`config.mk`:
```
export PLATFORM = sky130hd
export DESIGN_NAME = pressure_sensor_command_sequencer_flat
export DESIGN_NICKNAME = d
export VERILOG_FILES = /design/src/design/psc_pkg.sv /design/src/design/psc_in_if.sv /design/src/design/psc_out_if.sv /design/src/design/psc_seq_core.sv /design/src/design/pressure_sensor_command_sequencer.sv /design/src/flat_wrapper.sv
export SDC_FILE = /design/constraint.sdc
export NUM_CORES = 1
export LEC_CHECK = 0
export BUFFER_PORTS_ARGS = -buffer_cell sky130_fd_sc_hd__buf_4
export CAP_MARGIN = 20
export CORE_MARGIN = 8
export CORE_UTILIZATION = 50
export CTS_CLUSTER_SIZE = 12
export DETAILED_ROUTE_END_ITERATION = 10
export GPL_TIMING_DRIVEN = 0
export MAX_ROUTING_LAYER = met4
export PLACE_DENSITY = 0.8
export SLEW_MARGIN = 0
export SYNTH_ARGS = -nofsm -noshare
export SYNTH_HDL_FRONTEND = slang
export SYNTH_SLANG_ARGS = --single-unit
```
`constraint.sdc`:
```
create_clock -name clk -period 3.6 [get_ports clk]
set_input_delay 0.18 -clock clk [delete_from_list [all_inputs] [get_ports clk]]
set_output_delay 0.18 -clock clk [all_outputs]
set_load 0.05 [all_outputs]
```
`src/design/psc_pkg.sv`:
```
package psc_pkg;

    // operation codes of an input word
    localparam logic [1:0] OP_CMD         = 2'd0;
    localparam logic [1:0] OP_REPLY       = 2'd1;
    localparam logic [1:0] OP_POWER       = 2'd2;
    localparam logic [1:0] OP_SWITCH_DONE = 2'd3;

    // modes other than a running command (0 to 7)
    localparam logic [3:0] MODE_IDLE = 4'd8;
    localparam logic [3:0] MODE_OFF  = 4'd9;

    // supply switch settings
    localparam logic [7:0] SWITCH_ON  = 8'h11;
    localparam logic [7:0] SWITCH_OFF = 8'h00;

    // last entry of the code byte table
    localparam logic [5:0] CODE_LAST = 6'd42;

    typedef struct packed {
        logic [1:0] operation;
        logic [2:0] cmd;
        logic [7:0] spi_byte;
        logic       power_on;
        logic       success;
    } item_t;

    typedef struct packed {
        logic        accepted;
        logic        send_valid;
        logic [7:0]  send_byte;
        logic        done_valid;
        logic [15:0] result_word;
        logic        switch_valid;
        logic [7:0]  switch_value;
        logic        power_done_valid;
        logic        power_ok;
    } result_t;

    // code bytes sent to the sensor, all runs back to back
    function automatic logic [7:0] code_byte(input logic [5:0] idx);
        logic [7:0] b;
        b = 8'h00;
        case (idx)
            6'd0, 6'd1, 6'd7, 6'd8, 6'd14, 6'd15, 6'd21, 6'd22,
            6'd28, 6'd29, 6'd33, 6'd34, 6'd38, 6'd39: b = 8'haa;
            6'd3:  b = 8'hea;
            6'd4:  b = 8'h80;
            6'd10: b = 8'heb;
            6'd17: b = 8'hec;
            6'd18: b = 8'h80;
            6'd24: b = 8'hed;
            6'd31: b = 8'hf4;
            6'd36: b = 8'hf2;
            default: b = 8'h00;
        endcase
        return b;
    endfunction

    // first table entry of each command's run
    function automatic logic [5:0] run_start(input logic [2:0] cmd);
        logic [5:0] s;
        s = 6'd0;
        case (cmd)
            3'd0: s = 6'd0;
            3'd1: s = 6'd7;
            3'd2: s = 6'd14;
            3'd3: s = 6'd21;
            3'd4: s = 6'd28;
            3'd5: s = 6'd33;
            3'd6: s = 6'd38;
            default: s = 6'd41;
        endcase
        return s;
    endfunction

    // number of code bytes in each command's run
    function automatic logic [2:0] run_length(input logic [2:0] cmd);
        logic [2:0] n;
        n = 3'd0;
        case (cmd)
            3'd0, 3'd1, 3'd2, 3'd3: n = 3'd7;
            3'd4, 3'd5:             n = 3'd5;
            3'd6:                   n = 3'd3;
            default:                n = 3'd2;
        endcase
        return n;
    endfunction

endpackage

```
`src/design/psc_in_if.sv`:
```
interface psc_in_if
    import psc_pkg::*;
();
    logic  valid;
    logic  ready;
    item_t data;

    modport source (output valid, output data, input ready);
    modport sink (input valid, input data, output ready);
endinterface

```
`src/design/psc_out_if.sv`:
```
interface psc_out_if
    import psc_pkg::*;
();
    logic    valid;
    logic    ready;
    result_t data;

    modport source (output valid, output data, input ready);
    modport sink (input valid, input data, output ready);
endinterface

```
`src/design/psc_seq_core.sv`:
```
module psc_seq_core
    import psc_pkg::*;
(
    input  logic    clk,
    input  logic    rst_n,
    input  logic    fire,
    input  item_t   item,
    output result_t res
);

    logic [3:0]  mode_reg, mode_next;
    logic [5:0]  ptr_reg, ptr_next;
    logic [2:0]  left_reg, left_next;
    logic [15:0] word_reg, word_next;

    logic        adv;
    logic [5:0]  ptr_src;
    logic [2:0]  left_src;
    logic [5:0]  idx;

    // decode one word against the sequencer state
    always_comb
    begin
        mode_next = mode_reg;
        ptr_next  = ptr_reg;
        left_next = left_reg;
        word_next = word_reg;
        res       = '0;
        adv       = 1'b0;
        ptr_src   = ptr_reg;
        left_src  = left_reg;
        idx       = 6'd0;

        unique case (item.operation)
            OP_CMD:
            begin
                if (mode_reg == MODE_IDLE)
                begin
                    res.accepted = 1'b1;
                    mode_next    = {1'b0, item.cmd};
                    ptr_src      = run_start(item.cmd);
                    left_src     = run_length(item.cmd);
                    adv          = 1'b1;
                end
            end
            OP_REPLY:
            begin
                if (!mode_reg[3])
                begin
                    adv = 1'b1;
                    if (mode_reg[2:0] < 3'd4)
                    begin
                        // calibration word: 3 + 8 + 5 bits
                        case (left_reg)
                            3'd2:    word_next = {13'd0, item.spi_byte[2:0]};
                            3'd1:    word_next = {word_reg[7:0], item.spi_byte};
                            3'd0:    word_next = {word_reg[10:0], item.spi_byte[7:3]};
                            default: word_next = word_reg;
                        endcase
                    end
                    else
                    begin
                        // data word: high byte then low byte
                        case (left_reg)
                            3'd1:    word_next = {item.spi_byte, 8'h00};
                            3'd0:    word_next = word_reg | {8'h00, item.spi_byte};
                            default: word_next = word_reg;
                        endcase
                    end
                end
            end
            OP_POWER:
            begin
                if (!item.power_on && mode_reg == MODE_IDLE)
                begin
                    res.accepted     = 1'b1;
                    res.switch_valid = 1'b1;
                    res.switch_value = SWITCH_OFF;
                end
                else if (item.power_on && mode_reg == MODE_OFF)
                begin
                    res.accepted     = 1'b1;
                    res.switch_valid = 1'b1;
                    res.switch_value = SWITCH_ON;
                end
            end
            OP_SWITCH_DONE:
            begin
                if (mode_reg == MODE_OFF)
                    mode_next = MODE_IDLE;
                else if (mode_reg == MODE_IDLE)
                    mode_next = MODE_OFF;
                res.power_done_valid = 1'b1;
                res.power_ok         = item.success;
            end
            default:
            begin
                res = '0;
            end
        endcase

        // send the next code byte or finish the command
        if (adv)
        begin
            if (left_src != 3'd0)
            begin
                idx            = (ptr_src > CODE_LAST) ? CODE_LAST : ptr_src;
                res.send_valid = 1'b1;
                res.send_byte  = code_byte(idx);
                ptr_next       = ptr_src + 6'd1;
                left_next      = left_src - 3'd1;
            end
            else
            begin
                mode_next       = MODE_IDLE;
                res.done_valid  = 1'b1;
                res.result_word = word_next;
            end
        end
    end

    // sequencer state, advanced once per word taken
    always_ff @(posedge clk or negedge rst_n)
    begin
        if (!rst_n)
        begin
            mode_reg <= MODE_OFF;
            ptr_reg  <= 6'd0;
            left_reg <= 3'd0;
            word_reg <= 16'd0;
        end
        else if (fire)
        begin
            mode_reg <= mode_next;
            ptr_reg  <= ptr_next;
            left_reg <= left_next;
            word_reg <= word_next;
        end
    end

endmodule

```
`src/design/pressure_sensor_command_sequencer.sv`:
```
// an accepted word passes the input register, then the result register, on its way to rsp
// throughput: one word per cycle while rsp takes results, the core state updating once per word
// a word sits in the input register while a result waits, so req stays open one deep
// reset: asynchronous, active low; the sequencer starts powered off, pointer,
// count and reply word cleared, both pipeline registers empty
module pressure_sensor_command_sequencer
    import psc_pkg::*;
(
    input logic       clk,
    input logic       rst_n,
    psc_in_if.sink    req,
    psc_out_if.source rsp
);

    logic    s1_valid_reg;
    item_t   s1_item_reg;
    logic    out_valid_reg;
    result_t out_data_reg;

    logic    out_free;
    logic    fire;
    logic    take;
    result_t core_res;

    assign out_free  = !out_valid_reg || rsp.ready;
    assign fire      = s1_valid_reg && out_free;
    assign req.ready = !s1_valid_reg || out_free;
    assign take      = req.valid && req.ready;

    // input register
    always_ff @(posedge clk or negedge rst_n)
    begin
        if (!rst_n)
            s1_valid_reg <= 1'b0;
        else if (req.ready)
            s1_valid_reg <= req.valid;
    end

    always_ff @(posedge clk)
    begin
        if (take)
            s1_item_reg <= req.data;
    end

    psc_seq_core u_core (
        .clk   (clk),
        .rst_n (rst_n),
        .fire  (fire),
        .item  (s1_item_reg),
        .res   (core_res)
    );

    // result register
    always_ff @(posedge clk or negedge rst_n)
    begin
        if (!rst_n)
            out_valid_reg <= 1'b0;
        else if (out_free)
            out_valid_reg <= s1_valid_reg;
    end

    always_ff @(posedge clk)
    begin
        if (fire)
            out_data_reg <= core_res;
    end

    assign rsp.valid = out_valid_reg;
    assign rsp.data  = out_data_reg;

    // a word never both sends a code byte and finishes its command
    a_send_or_done: assert property (@(posedge clk) disable iff (!rst_n)
        rsp.valid |-> !(rsp.data.send_valid && rsp.data.done_valid))
        else $error("send and done in one result word");

    // a switch write only follows an accepted power request
    a_switch_accepted: assert property (@(posedge clk) disable iff (!rst_n)
        (rsp.valid && rsp.data.switch_valid) |-> rsp.data.accepted)
        else $error("switch write without acceptance");

    // power flag only with power done
    a_power_ok: assert property (@(posedge clk) disable iff (!rst_n)
        (rsp.valid && rsp.data.power_ok) |-> rsp.data.power_done_valid)
        else $error("power_ok without power done");

    // a word held in the input register moves on once the result side is free
    a_drain: assert property (@(posedge clk) disable iff (!rst_n)
        (s1_valid_reg && out_free) |=> out_valid_reg)
        else $error("word lost between input and result register");

endmodule

```
`src/flat_wrapper.sv`:
```
// flat-port wrapper written by rule: the top's interface ports become plain ports
module pressure_sensor_command_sequencer_flat import psc_pkg::*;
  (clk, rst_n, req_valid, req_data, req_ready, rsp_valid, rsp_data, rsp_ready);
  psc_in_if req_i ();
  psc_out_if rsp_i ();
  input logic clk;
  input logic rst_n;
  input wire logic [$bits(req_i.valid)-1:0] req_valid;
  input wire logic [$bits(req_i.data)-1:0] req_data;
  output wire logic [$bits(req_i.ready)-1:0] req_ready;
  output wire logic [$bits(rsp_i.valid)-1:0] rsp_valid;
  output wire logic [$bits(rsp_i.data)-1:0] rsp_data;
  input wire logic [$bits(rsp_i.ready)-1:0] rsp_ready;
  assign req_i.valid = req_valid;
  assign req_i.data = req_data;
  assign req_ready = req_i.ready;
  assign rsp_valid = rsp_i.valid;
  assign rsp_data = rsp_i.data;
  assign rsp_i.ready = rsp_ready;
  pressure_sensor_command_sequencer u_core (.clk(clk), .rst_n(rst_n), .req(req_i), .rsp(rsp_i));
endmodule
```
==> results.md <==
* Overall Power at 3.23 mW
* GPL Wtd Cong at 0.909
* CTS Buffer Depth at 2
* Slowest CP cell: dfstp_2
* Initial Utilization at 50.5%
* I/O Buffers at 52
* Seq. cell area at 2160 sq um
* Layout cells sized above 1 at 27.7%
* CTS root buffer: clkbuf_8
* #FFs+latches synth at 77
* Yosys warning count at 0
* Fill cell count at 645
* DR WL/cell at 17.5 um
* Post-synthesis cell count at 430
* Final Hold Vio Count at 0
* Diode count at 0
* Grt ovf at 0
* Async set-reset flop share out of synthesis at 40.3%
* Post-route DRC at 0
* Largest stage delay on the critical path at 0.55 ns
* Max-Cap Viols at 0
* Core Area at 8550 sq um
* Clk_lat worst skew at 0.36 ns
* WP data required at 3.78 ns
* CTS Buf Count at 9
* DR vias at 3728
* WL final at 11300 um
* Final setup fails at 0
* P_leak at 2.20 nW
* Crit path max-delay family: simple AND/OR/NAND/NOR gates
* RSZ-0062 raised after global routing: false
* Worst Path Arrival at 3.66 ns
* Top_reg_cell synth: edfxtp_1
* Status: finished clean
* Fmax at 288 MHz
* Setup tns final at 0 ns
* Die H at 109 um
* Die W at 109 um
* Post-synthesis sequential area ratio at 50.0%
* CTS tree: yes
* CP endpoint kind: register
* TritonRoute pass-1 iters at 5
* Area grow syn2layout at 29.2%
* Cell row count at 34
* Clk_skew at 0.0134 ns
* Fin. max-slew vios at 0
* Full die area at 11900 sq um
* Iter 0 DRT Violations at 269
* CTS clk-pin slew, worst paths at 0.08 ns
* Post-synth EDFFs at 46
* H-tree depth at 3
* Multi-input gate area at 2150 sq um
* CP startpoint kind: register
* Final core occ at 65.3%
* Routed Antenna Nets at 0
* Synth cell types at 60
* Max FO, Critical Path at 9
* Final #Nets at 564
* CP Class: reg -> reg
* First-pass GRT wire length at 18100 um
* Largest register FFs at 31
* Worst IR drop on VDD at 0.000300 V
* Hold Crit Class: in -> reg
* Synthesized area at 4320 sq um
* Vias in the first global route at 3613
* Period utilization at 96.4%
* Post-placement worst setup slack at -0.367 ns
* Minimum hold slack at 0.0136 ns
* Ports at 59
* Pin count of the biggest net entering global routing at 32
* HPWL Detailed at 7800 um
* GRT Resource Usage Total at 19.9%
* TritonCTS Sinks at 77
* Worst-Margin Slew at 0.916 ns
* Antenna violations before repair at 0
* Vias per inst at 5.78
* Setup WS post-layout at 0.129 ns
* Worst-path cell chain: or3b_4 -> buf_4 -> nor2_4 -> mux2i_4 -> or2_4 -> o21ai_4 -> ha_4 -> or3_4 -> a211o_1 -> a32oi_1
* Worst slew margin at 38.4%
* Fin crit period at 3.47 ns
* Syn Area/Cell at 10.0 sq um
* Pwr Density at 578 nW/um^2
* Buf+Inv Stages, Crit Path at 1
-- logic make-up after synthesis --
family          share of synthesized area [%]
flops                                    50.0
mux                                      5.39
simple gates                             17.4
fa+ha+maj                                3.77
buf+inv                                  4.75
xor+xnor                                 1.22
compound gates                           17.4
other cells                            0.0868
-- where the power goes --
part | switching (mW) | total [mW] | internal [mW]
clock network | 0.326 | 0.677 | 0.352
registers | 0.131 | 1.21 | 1.08
logic | 0.781 | 1.34 | 0.555
total | 1.24 | 3.23 | 1.99
-- cell usage after synthesis, drive strengths merged, types with 3 or more instances --
cell	count	area [sq um]
edfxtp	46	1380
a21o	4	30.0
or3	3	18.8
a22oi	16	120
nand2b	8	50.1
clkbuf	19	71.3
buf	12	88.8
nor3	9	45.0
nand2	52	195
o21a	3	22.5
nor2	38	145
dfrtp	29	726
and3	4	25.0
o21ai	42	210
nor3b	5	42.5
a31oi	5	31.3
a21oi	21	105
nand3b	7	52.6
mux2	10	113
or2	3	18.8
a211oi	3	27.5
nand3	9	45.0
inv	12	45.0
xnor2	4	35.0
mux2i	12	120
ha	13	163
nor2b	6	37.5
and2	3	18.8
-- repair_timing --
action	in CTS	in global routing
hold endpoints to repair	42	1
resized for setup	16	18
pin swaps	5	14
hold buffers	14	1
setup buffers	12	11
setup endpoints to repair	6	6
-- per-layer routing --
metal | global-route usage [%] | wire length [um] | vias up
met2 | 31.0 | 5540 | 137
met1 | 25.1 | 4830 | 1816
met5 | - | 0 | -
met3 | 3.96 | 728 | 22
li1 | - | - | 1753
met4 | 7.23 | 197 | 0
-- final cells by class --
class	instances	area share [%]
buffer	26	2.53
clock buffer	13	3.41
clock inverter	3	0.426
inverter	12	0.807
multi-input combinational	315	38.4
sequential	77	38.7
tap	108	2.42
timing repair buffer	91	13.3
-- per-stage QoR --
step                      cells  area [sq um]
after floorplan             435          4370
after global placement      595          4900
after detailed placement    596          4920
after CTS                   634          5430
after global routing        645          5580
final                       645          5580
-- cells in the final DEF (no fill, tap or decap), types with 3 or more instances in the layout --
| cell type | Yosys | layout |
|---|---|---|
| and3_1 | 4 | 4 |
| ha_4 | 0 | 3 |
| xnor2_1 | 4 | 4 |
| nand3_1 | 9 | 9 |
| dlygate4sd3_1 | 0 | 15 |
| a22oi_1 | 16 | 16 |
| o21a_1 | 3 | 3 |
| conb_1 | 1 | 6 |
| edfxtp_1 | 46 | 46 |
| clkbuf_1 | 19 | 15 |
| clkbuf_8 | 0 | 12 |
| o21ai_0 | 41 | 40 |
| a31oi_1 | 5 | 5 |
| mux2i_1 | 12 | 11 |
| nor3_1 | 9 | 8 |
| a21o_1 | 4 | 3 |
| and2_1 | 3 | 3 |
| mux2_2 | 10 | 10 |
| inv_1 | 12 | 9 |
| nor2_4 | 0 | 3 |
| inv_2 | 0 | 3 |
| nor2_1 | 37 | 35 |
| nand2_1 | 52 | 50 |
| ha_1 | 13 | 10 |
| nor2b_1 | 6 | 5 |
| a21oi_1 | 21 | 20 |
| nand3b_1 | 7 | 7 |
| buf_4 | 7 | 82 |
| dfrtp_1 | 29 | 29 |
| nand2b_1 | 8 | 7 |
-- worst paths after layout --
kind	startpoint	end	slack, ns	cells past startpoint
max	u_core.u_core.mode_reg[3]	u_core.rsp.data[33]	0.13	10
max reg2reg	u_core.u_core.mode_reg[3]	u_core.rsp.data[33]	0.13	10
min in group asynchronous	rst_n	u_core.u_core.word_reg[7]	0.30	2
min reg2reg	u_core.u_core.word_reg[11]	u_core.u_core.word_reg[11]	0.49	2
min	req_data[1]	u_core.s1_item_reg[1]	0.01	1
max in group asynchronous	rst_n	u_core.u_core.mode_reg[0]	2.95	2
(Power assumes the default switching activity.)
